<file path="src/rtl/core/ssc_pkg.sv">
// Shared types and constants of the synced seconds clock.
// No dependencies; used by ssc_core, the top level and the checker.
package ssc_pkg;

    // action codes of an input word
    localparam logic [2:0] ACT_BASE_TICK = 3'd0;
    localparam logic [2:0] ACT_PERIODIC  = 3'd1;
    localparam logic [2:0] ACT_SYNC      = 3'd2;
    localparam logic [2:0] ACT_SET_TIME  = 3'd3;
    localparam logic [2:0] ACT_SET_TICKS = 3'd4;
    localparam logic [2:0] ACT_ADD_DCF   = 3'd5;
    localparam logic [2:0] ACT_ADD_NTP   = 3'd6;

    // configuration register indexes
    localparam logic [2:0] CFG_TICKS_PER_SEC = 3'd0;
    localparam logic [2:0] CFG_RESYNC_PERIOD = 3'd1;
    localparam logic [2:0] CFG_RETRY_PERIOD  = 3'd2;
    localparam logic [2:0] CFG_BACK_STEP_LIM = 3'd3;
    localparam logic [2:0] CFG_SYNC_GATE_EN  = 3'd4;

    localparam int CFG_INDEX_BITS = 3;
    localparam int CFG_DATA_BITS  = 16;

    // register reset values
    localparam logic [7:0]  RST_TICKS_PER_SEC = 8'd50;
    localparam logic [15:0] RST_RESYNC_PERIOD = 16'd3600;
    localparam logic [15:0] RST_RETRY_PERIOD  = 16'd10;
    localparam logic [15:0] RST_BACK_STEP_LIM = 16'd300;
    localparam logic        RST_SYNC_GATE_EN  = 1'b1;

    typedef struct packed {
        logic [2:0]  action;
        logic [31:0] time_value;
        logic [7:0]  tick_value;
        logic [15:0] count_value;
        logic [7:0]  capture_count;
    } t_in_word;

    typedef struct packed {
        logic [31:0]        current_time;
        logic [7:0]         subsecond_ticks;
        logic [31:0]        uptime_seconds;
        logic [31:0]        last_sync_time;
        logic [7:0]         last_sync_capture;
        logic signed [15:0] last_delta;
        logic [15:0]        sync_countdown;
        logic [15:0]        dcf_total;
        logic [15:0]        ntp_total;
        logic               send_request;
    } t_out_word;

    typedef struct packed {
        logic [7:0]  ticks_per_second;
        logic [15:0] resync_period;
        logic [15:0] retry_period;
        logic [15:0] back_step_limit;
        logic        sync_gate_enable;
    } t_cfg;

endpackage

</file>
<file path="src/rtl/core/ssc_core.sv">
// Clock state registers and the one-pass update for a single word.
// Depends on ssc_pkg (word and configuration types, action codes).
module ssc_core #(
    parameter int TIME_BITS = 32
) (
    input  logic              i_clk,
    input  logic              i_rst_n,
    input  logic              i_fire,
    input  ssc_pkg::t_in_word i_word,
    input  ssc_pkg::t_cfg     i_cfg,
    output ssc_pkg::t_out_word o_result
);

    logic [TIME_BITS-1:0] r_time, r_uptime, r_shadow, r_record;
    logic [TIME_BITS-1:0] n_time, n_uptime, n_shadow, n_record;
    logic [7:0]           r_tick, n_tick, r_capture, n_capture;
    logic [15:0]          r_delta, n_delta, r_countdown, n_countdown;
    logic [15:0]          r_dcf, n_dcf, r_ntp, n_ntp;
    logic                 n_send;

    logic [TIME_BITS-1:0] t_new;
    logic [7:0]           tick_inc;
    logic                 sec_end, sec_adv, step_ok;

    assign t_new    = TIME_BITS'(i_word.time_value);
    assign tick_inc = r_tick + 8'd1;
    assign sec_end  = tick_inc >= i_cfg.ticks_per_second;
    // time moves on unless held waiting for the shadow to catch up
    assign sec_adv  = !i_cfg.sync_gate_enable || (r_shadow == '0) || (r_shadow == r_time);
    // forward always, backward only when more than the limit ahead
    assign step_ok  = (t_new > r_time)
                   || ((r_time - t_new) > TIME_BITS'(i_cfg.back_step_limit));

    always_comb begin
        n_time      = r_time;
        n_uptime    = r_uptime;
        n_shadow    = r_shadow;
        n_record    = r_record;
        n_tick      = r_tick;
        n_capture   = r_capture;
        n_delta     = r_delta;
        n_countdown = r_countdown;
        n_dcf       = r_dcf;
        n_ntp       = r_ntp;
        n_send      = 1'b0;
        unique case (i_word.action)
            ssc_pkg::ACT_BASE_TICK: begin
                n_tick = tick_inc;
                if (sec_end) begin
                    n_tick = 8'd0;
                    if (sec_adv) begin
                        n_time   = r_time + TIME_BITS'(1);
                        n_uptime = r_uptime + TIME_BITS'(1);
                    end
                    if (r_shadow != '0) begin
                        n_shadow = r_shadow + TIME_BITS'(1);
                    end
                end
            end
            ssc_pkg::ACT_PERIODIC: begin
                if (r_countdown != 16'd0) begin
                    n_countdown = r_countdown - 16'd1;
                end else begin
                    n_countdown = i_cfg.retry_period;
                    n_send      = 1'b1;
                end
            end
            ssc_pkg::ACT_SYNC: begin
                if (r_shadow != '0) begin
                    n_delta = 16'(t_new - r_shadow);
                end
                n_shadow    = t_new;
                n_record    = t_new;
                n_capture   = i_word.capture_count;
                n_countdown = i_cfg.resync_period;
                if (step_ok) begin
                    n_time = t_new;
                end
            end
            ssc_pkg::ACT_SET_TIME: begin
                n_time = t_new;
            end
            ssc_pkg::ACT_SET_TICKS: begin
                n_time = t_new;
                n_tick = i_word.tick_value;
            end
            ssc_pkg::ACT_ADD_DCF: begin
                n_dcf = (i_word.count_value == 16'd0) ? 16'd0 : r_dcf + i_word.count_value;
            end
            ssc_pkg::ACT_ADD_NTP: begin
                n_ntp = (i_word.count_value == 16'd0) ? 16'd0 : r_ntp + i_word.count_value;
            end
            default: begin
            end
        endcase
    end

    always_ff @(posedge i_clk) begin
        if (!i_rst_n) begin
            r_time      <= '0;
            r_uptime    <= '0;
            r_shadow    <= '0;
            r_record    <= '0;
            r_tick      <= 8'd0;
            r_capture   <= 8'd0;
            r_delta     <= 16'd0;
            r_countdown <= 16'd1;
            r_dcf       <= 16'd0;
            r_ntp       <= 16'd0;
        end else if (i_fire) begin
            r_time      <= n_time;
            r_uptime    <= n_uptime;
            r_shadow    <= n_shadow;
            r_record    <= n_record;
            r_tick      <= n_tick;
            r_capture   <= n_capture;
            r_delta     <= n_delta;
            r_countdown <= n_countdown;
            r_dcf       <= n_dcf;
            r_ntp       <= n_ntp;
        end
    end

    always_comb begin
        o_result.current_time      = 32'(n_time);
        o_result.subsecond_ticks   = n_tick;
        o_result.uptime_seconds    = 32'(n_uptime);
        o_result.last_sync_time    = 32'(n_record);
        o_result.last_sync_capture = n_capture;
        o_result.last_delta        = n_delta;
        o_result.sync_countdown    = n_countdown;
        o_result.dcf_total         = n_dcf;
        o_result.ntp_total         = n_ntp;
        o_result.send_request      = n_send;
    end

endmodule

</file>
<file path="src/rtl/core/synced_seconds_clock.sv">
// Top level of the synced seconds clock: handshakes, config registers, result register.
// Depends on ssc_pkg and ssc_core.
//
//   channel   direction  handshake                    word
//   in        input      i_in_valid / o_in_stall      ssc_pkg::t_in_word
//   out       output     o_out_valid / i_out_stall    ssc_pkg::t_out_word
//   cfg       input      i_cfg_we (no stall)          i_cfg_index, i_cfg_data
//
// One word a cycle in and out while the output is not stalled; a word passes
// the input register, then the single update pass into the result register.
// Throughput is set by the state update in ssc_core, which feeds straight back on itself.
// Reset is synchronous, active low; it clears the valids, the clock state
// and loads the config defaults. o_in_stall is high during reset.
// A stalled result holds; the input register still takes one more word.
module synced_seconds_clock #(
    parameter int TIME_BITS = 32
) (
    input  logic                               i_clk,
    input  logic                               i_rst_n,
    input  logic                               i_in_valid,
    output logic                               o_in_stall,
    input  ssc_pkg::t_in_word                  i_in_word,
    output logic                               o_out_valid,
    input  logic                               i_out_stall,
    output ssc_pkg::t_out_word                 o_out_word,
    input  logic                               i_cfg_we,
    input  logic [ssc_pkg::CFG_INDEX_BITS-1:0] i_cfg_index,
    input  logic [ssc_pkg::CFG_DATA_BITS-1:0]  i_cfg_data
);

    logic               r_in_valid, n_in_valid;
    ssc_pkg::t_in_word  r_in_word;
    logic               r_out_valid, n_out_valid;
    ssc_pkg::t_out_word r_out_word;
    ssc_pkg::t_out_word result;
    ssc_pkg::t_cfg      r_cfg, n_cfg;
    logic               adv, in_acc;

    // the held word moves on when the result register is free or being emptied
    assign adv        = r_in_valid && (!r_out_valid || !i_out_stall);
    assign o_in_stall = !i_rst_n || (r_in_valid && !adv);
    assign in_acc     = i_in_valid && !o_in_stall;

    assign n_in_valid  = in_acc ? 1'b1 : (adv ? 1'b0 : r_in_valid);
    assign n_out_valid = adv ? 1'b1 : (r_out_valid && i_out_stall);

    // config write: indexes past the list are ignored
    always_comb begin
        n_cfg = r_cfg;
        if (i_cfg_we) begin
            unique case (i_cfg_index)
                ssc_pkg::CFG_TICKS_PER_SEC: n_cfg.ticks_per_second = i_cfg_data[7:0];
                ssc_pkg::CFG_RESYNC_PERIOD: n_cfg.resync_period    = i_cfg_data;
                ssc_pkg::CFG_RETRY_PERIOD:  n_cfg.retry_period     = i_cfg_data;
                ssc_pkg::CFG_BACK_STEP_LIM: n_cfg.back_step_limit  = i_cfg_data;
                ssc_pkg::CFG_SYNC_GATE_EN:  n_cfg.sync_gate_enable = i_cfg_data[0];
                default: begin
                end
            endcase
        end
    end

    always_ff @(posedge i_clk) begin
        if (!i_rst_n) begin
            r_in_valid             <= 1'b0;
            r_out_valid            <= 1'b0;
            r_cfg.ticks_per_second <= ssc_pkg::RST_TICKS_PER_SEC;
            r_cfg.resync_period    <= ssc_pkg::RST_RESYNC_PERIOD;
            r_cfg.retry_period     <= ssc_pkg::RST_RETRY_PERIOD;
            r_cfg.back_step_limit  <= ssc_pkg::RST_BACK_STEP_LIM;
            r_cfg.sync_gate_enable <= ssc_pkg::RST_SYNC_GATE_EN;
        end else begin
            r_in_valid  <= n_in_valid;
            r_out_valid <= n_out_valid;
            r_cfg       <= n_cfg;
        end
    end

    // payload registers, no reset
    always_ff @(posedge i_clk) begin
        if (in_acc) begin
            r_in_word <= i_in_word;
        end
        if (adv) begin
            r_out_word <= result;
        end
    end

    ssc_core #(
        .TIME_BITS (TIME_BITS)
    ) u_core (
        .i_clk    (i_clk),
        .i_rst_n  (i_rst_n),
        .i_fire   (adv),
        .i_word   (r_in_word),
        .i_cfg    (r_cfg),
        .o_result (result)
    );

    assign o_out_valid = r_out_valid;
    assign o_out_word  = r_out_word;

endmodule

</file>
<file path="config.mk">
export PLATFORM = sky130hd
export DESIGN_NAME = synced_seconds_clock
export DESIGN_NICKNAME = d
export VERILOG_FILES = /design/src/rtl/core/ssc_pkg.sv /design/src/rtl/core/ssc_core.sv /design/src/rtl/core/synced_seconds_clock.sv
export SDC_FILE = /design/constraint.sdc
export NUM_CORES = 1
export LEC_CHECK = 0
export ABC_CLOCK_PERIOD_IN_PS = 21900
export BUFFER_PORTS_ARGS = -buffer_cell sky130_fd_sc_hd__buf_2
export CAP_MARGIN = 30
export CORE_MARGIN = 4
export CORE_UTILIZATION = 60
export CTS_CLUSTER_DIAMETER = 200
export DETAILED_ROUTE_END_ITERATION = 8
export GPL_TIMING_DRIVEN = 0
export MAX_ROUTING_LAYER = met4
export PLACE_DENSITY_LB_ADDON = 0.15
export RECOVER_POWER = 25
export SYNTH_ARGS = -nofsm -noshare
export SYNTH_HDL_FRONTEND = slang
export SYNTH_HIERARCHICAL = 1
export SYNTH_SLANG_ARGS = --single-unit
export TNS_END_PERCENT = 50
</file>
<file path="constraint.sdc">
create_clock -name i_clk -period 21.9 [get_ports i_clk]
set_clock_uncertainty 0.2 [all_clocks]
set_input_delay 4.38 -clock i_clk [delete_from_list [all_inputs] [get_ports i_clk]]
set_output_delay 4.38 -clock i_clk [all_outputs]
set_load 0.02 [all_outputs]
</file>
======== After elaboration in Yosys (flattened, before gate mapping) ========
Index checks and enable logic that the tools add are counted.
storage, ports and cells
  flip-flop bits (word level) ............. 511
  latch bits .............................. 0
  bits in writable memories ............... 0
  bits in read-only memories .............. 0
  bits of input ports ..................... 91
  output and inout port bits .............. 179
  logic and storage cells ................. 113
  memories kept ........................... 0
cells by class
  add/sub/neg operators ................... 9
  multiply operators ...................... 0
  divide/modulo/power cells ............... 0
  $lt $le $gt $ge ......................... 3
  equal/unequal tests ..................... 13
  shift operators ......................... 0
  muxes and demuxes ....................... 26
  bitwise operators ....................... 0
  reduce and logical (&&, ||, !) cells .... 30
operator list
  operator               number
  $mux 32                9
  $mux 16                7
  $add 32x1->32 const B  3
  $pmux 32 s3            1
  $pmux 32 s2            1
  $add 16x16->16         2
  $eq 32x32->1           1
  $gt 32x16->1           1
  $gt 32x32->1           1
  $logic_not 32->1       1
  $pmux 16 s2            1
  $reduce_bool 32->1     1
  $sub 32x32->32         1
  $logic_not 16->1       1
  $mux 8                 2
  $pmux 8 s2             1
  $reduce_bool 16->1     1
  $sub 16x1->16 const B  1
  $sub 16x16->16         1
  $eq 3x2->1 const B     4
  $eq 3x3->1 const B     4
  $reduce_and 2->1       5
  $add 8x1->8 const B    1
  $ge 8x8->1             1
  10 further kinds       29

======== Depth between registers and ports, before layout ========
  depth in word-level cells ............... 9
  mapped depth ............................ 26
  mapped depth without buffers ............ 23

======== Hierarchy ========
The synthesis kept the hierarchy.
by module, submodules not included
  module                times used  cells each  area each (um^2)
  ssc_core              1           2,566       18,173.7
  synced_seconds_clock  1           476         9,665.5

======== Worst setup path after synthesis ========
OpenSTA, ideal clock, no wires.
  path type ............................... in2reg
  start point ............................. in i_out_stall
  end point ............................... reg u_core.r_shadow[23]
  library setup time ...................... 0.086 ns
  data arrival time ....................... 19.683 ns
  required time ........................... 21.614 ns
  path slack .............................. 1.932 ns
  cell stages on the path ................. 8
  cells stage by stage .................... a21boi_0 inv_1 clkbuf_1 or3_1 clkbuf_1 nor2_1 nor2_1 a211oi_1
on the way
  longest elaborated chain between the ends .. 4
ends and longest elaborated chain
  what                        RTL line                    source
  from (decl)                 synced_seconds_clock.sv:24  input logic i_out_stall,
  $logic_not 1->1             synced_seconds_clock.sv:40  assign adv = r_in_valid && (!r_out_valid || !i_out_stall);
  $logic_or 1x1->1            synced_seconds_clock.sv:40
  $logic_and 1x1->1           synced_seconds_clock.sv:40
  $reduce_and 4->1 (no line)  --
  to (signal assigned)        ssc_core.sv:113             r_shadow <= n_shadow;
  to (decl)                   ssc_core.sv:14              logic [TIME_BITS-1:0] r_time, r_uptime, r_shadow, r_record;
No other way between the ends.
A chain may end at the register's enable or synchronous reset.

======== Final worst setup path ========
  start point ............................. in i_rst_n
  end point ............................... out o_in_stall
on the way
  longest elaborated chain between the ends .. 2
ends and longest elaborated chain
  what              RTL line                    source
  from (decl)       synced_seconds_clock.sv:19  input logic i_rst_n,
  $logic_not 1->1   --
  $logic_or 1x1->1  synced_seconds_clock.sv:41  assign o_in_stall = !i_rst_n || (r_in_valid && !adv);
  to (decl)         synced_seconds_clock.sv:21  output logic o_in_stall,
No other way between the ends.

==> flow_results.org <==
** Global routing
- In the global route stage, met1 resource usage came out at 56.18%.
- The number of global-route vias before repair was 26,580.
- Global-route wire length before repair :: 165,300 um
- In this run the most used layer during global routing was met2.
- Leftover overflow at the end of global routing :: 0
- Entering global routing, the biggest net connects between 40 and 50 pins.
- Global routing consumed, on the met3 layer, 11.97% of the routing resources.
- Antenna violations before repair :: 13
- Global-route usage over all layers :: 44.50%
- For met2 alone, demand over resource in global routing was ~64%.

** Clocking
- In this run the post-CTS setup repair buffer count came out at 0.
- Number of sinks driven by the clock tree :: 511
- Count of H-tree levels built during CTS :: 2
- Hold-fix buffers at CTS :: 0
- Clock buffer depth :: 3
- CTS root buf :: sky130_fd_sc_hd__clkbuf_16
- Clock buffer count from CTS :: 53
- Clock latency on the worst-skew pair, taken at its later pin, is about 0.6 ns.
- TritonCTS built the clock tree.
- Once the clock tree was built, the resizer swapped 0 gates to a different size.
- Clock transition at path regs :: 0.06 ns

** STA
- Setup violations remaining at the end of the flow were counted as 0.
- The worst path uses a little under half of the clock period.
- The final-report max-slew violation count was 0.
- Setup repair after global routing missed its margin :: false
- Final hold violation count :: 0
- For this run, the top clock speed supported by timing is 0.09919 GHz.
- Post-Route Setup TNS :: 0 ns
- Time the final worst path needs with I/O delays and setup :: 10.08 ns
- The worst pin sits at a relative slew slack of 23.73%.
- For the pin with the worst max-slew slack, the measured transition is 1.144 ns.

** Worst hold path
- Type of the tightest min-delay check :: register to register

** Floorplanning
- The floorplan step set the die height to 223.4 um.
- The initialized floorplan defines 78 standard-cell rows.
- Overall die width :: 223.4 um
- The floorplan step defined a die boundary enclosing 49,910 sq um.
- Pin placement for this block handled 270 I/O pins.
- Initial core utilization :: 61.08%
- After floorplanning, the core was sized to cover 45,580 sq um.

** Outcome
- The flow ran to the end, but the final reports show violations.
- The final reports fail on design-rule violations.

** Route
- For this run, design rule violations remaining after detail routing come to 8.
- Summing over every cut layer, the via total after detailed routing is between 20,000 and 30,000.
- In the final routed layout, each cell accounts on average for 27.90 um.
- The detailed router finished its first iteration with 4,753 violations.
- The count of nets left with antenna violations once routing finished came out at 0.
- First-pass iteration count of the detailed router :: 9
- Average via count per standard cell :: 6.884
- Wires add up to 112,600 um.

** Critical path
- Worst EP arrival :: 5.50 ns
- Category of the worst setup path capture point :: primary output
- Maximum net fanout on the critical path :: 10
- Cells along the critical path :: clkbuf_1 -> clkbuf_1 -> buf_2 -> nand2_1 -> buf_2
- The slowest stage of the critical path is the sky130_fd_sc_hd__clkbuf_1 cell.
- Type of the setup path with the least slack :: input port to primary output
- Required arrival time at the worst endpoint :: 17.32 ns
- STA classifies the critical path startpoint as an input port.
- Delay of the slowest cell on the worst path :: 0.34 ns

** Synthesis
- Share of synthesized area occupied by flip-flops and latches :: 45.52%
- Post-synth EDFFs :: 244
- Cell taking the most area after synthesis :: sky130_fd_sc_hd__edfxtp_1
- After synthesis, the cell types taking the most area are sky130_fd_sc_hd__edfxtp_1, sky130_fd_sc_hd__dfxtp_1, sky130_fd_sc_hd__nand2_1.
- After technology mapping, the gate count stands at 3,042.
- Counting flops and latches in the post-synthesis netlist gives about 500.
- Primary FF master, synth :: sky130_fd_sc_hd__dfxtp_1
- For this run, the number of Yosys warnings is 6.
- Synthesis produced a netlist with a net count of 3,244.
- Cell with the most instances after synthesis :: sky130_fd_sc_hd__nand2_1
- In the synthesized netlist, the cells that appear most often are sky130_fd_sc_hd__nand2_1, sky130_fd_sc_hd__nor2_1, sky130_fd_sc_hd__dfxtp_1.
- Share of Yosys cell area claimed by the top area cell type :: 26.32%
- Library cells used by synthesis :: roughly 80
- Synth Cell Area :: 27,840 sq um
- Async SR Flop Fraction :: 0%
- Average instance area after synthesis :: 9.152 sq um

** Placed design
- The HPWL after detailed placement is 83,210 um.
- Input/output buffers :: 268
- Global placement routability congestion :: 1.052

** Finish
- Cells with a size suffix above 1 make up 12.00% of the layout.
- Relative area change from synthesis to final layout :: 14.58%
- Final-layout fill cell count :: ~3,200
- Final net count :: 3,583
- Registers take 12,670 sq um.
- Area occupied by multi-input gates :: between 10,000 and 15,000 sq um

** Power
- Per report_power, the sequential group accounts for 46.4% of the total.
- For this design the ratio of total power to cell area is 72.83 nW/um^2.
- Proportion of power drawn by combinational gates :: between 10% and 20%
- Leakage power summed over all cells :: between 10 and 15 nW
- The clock network accounts for 38.9% of the total power.
- Switching share of power :: 28.57%
- IR analysis of the VDD net gives a maximum drop of 78.10 uV.
- The internal power of the cells totals 0.001659 W.
- Overall power :: roughly 0.0023 W
- For this design the total switching power over the nets is about 0.00066 W.

** Flow run
- Max-cap violation count :: 0
[critical path, delay by kind of cell]
kind,cells,cell delay [ns]
simple gates,1,0.07
buf+inv,4,1.04
[layer usage]
| layer | vias up | wire, um |
|---|---|---|
| li1 | 11730 | - |
| met1 | 13080 | 41790 |
| met2 | 2422 | 48340 |
| met3 | 566 | 14460 |
| met4 | 0 | 8038 |
| met5 | - | 0 |
[cell usage in the layout (no fill, tap or decap), types with 107 or more instances in the layout]
cell type	instances
sky130_fd_sc_hd__buf_2	271
sky130_fd_sc_hd__dfxtp_1	267
sky130_fd_sc_hd__clkbuf_1	204
sky130_fd_sc_hd__edfxtp_1	244
sky130_fd_sc_hd__xnor2_1	122
sky130_fd_sc_hd__o21ai_0	214
sky130_fd_sc_hd__nor2_1	272
sky130_fd_sc_hd__ha_1	107
sky130_fd_sc_hd__inv_1	130
sky130_fd_sc_hd__a21oi_1	158
sky130_fd_sc_hd__nand2_1	360
[kinds of logic (layout without fill, tap and decap cells)]
group	after synthesis	after routing	share of synthesized area (%)
flops	511	511	45.52
simple gates	1066	1066	17.97
fa+ha+maj	111	111	5.097
buf+inv	326	708	4.553
xor+xnor	175	175	5.506
other cells	0	13	0
compound gates	754	754	17.78
mux	99	99	3.573
[final timing paths]
kind	start	endpoint	slack, ns	depth (start not counted)
worst min-delay path	r_cfg[55]	r_cfg[55]	0.26	2
worst min register to register	r_cfg[55]	r_cfg[55]	0.26	2
worst max register to register	r_in_word[38]	o_out_word[151]	14.14	21
worst max-delay path	i_rst_n	o_in_stall	11.82	5
[metrics by stage]
step | hold slack, ns | utilization, % | area [sq um] | worst slack [ns] | instances
final | 0.2650 | 69.99 | 31900 | 11.82 | 4037
after global routing | 0.2918 | 69.99 | 31900 | 11.71 | 4037
after CTS | 0.2643 | 69.94 | 31870 | 11.85 | 4021
after detailed placement | 0.2553 | 66.20 | 30170 | 11.86 | 3923
after global placement | 0.2458 | 65.67 | 29930 | -5.728 | 3910
after floorplan | 0.2316 | - | 27840 | 1.932 | 3042
[area by class of cell]
class	count	area share [%]
Antenna cell	13	0.1020
Buffer	195	2.404
Clock buffer	74	4.593
Clock inverter	24	0.7413
Inverter	131	1.541
Multi-Input combinational cell	2205	43.62
Sequential cell	511	39.73
Tap cell	600	2.353
Timing Repair Buffer	284	4.915
[power by group through the flow]
stage / Clock, W / Sequential (W) / Combinational (W)
final: 0.000903 / 0.00108 / 0.000342
after global routing: 0.000943 / 0.00108 / 0.000361
after CTS: 0.000901 / 0.00108 / 0.000328
after detailed placement: 0 / 0.00110 / 0.000324
after global placement: 0 / 0.00111 / 0.000309
after floorplan: 0 / 0.00111 / 0.000184
[state kept, by name, summed over array words and instances (netlist names)]
register            flops
u_core/r_tick           8
u_core/r_record        32
u_core/r_uptime        32
u_core/r_dcf           16
u_core/r_capture        8
u_core/r_delta         16
u_core/r_time          32
o_out_word            177
r_in_word              67
u_core/r_ntp           16
u_core/r_shadow        32
r_in_valid              1
o_out_valid             1
u_core/r_countdown     16
r_cfg                  57
Note: power is estimated with default switching activity, not from simulation.
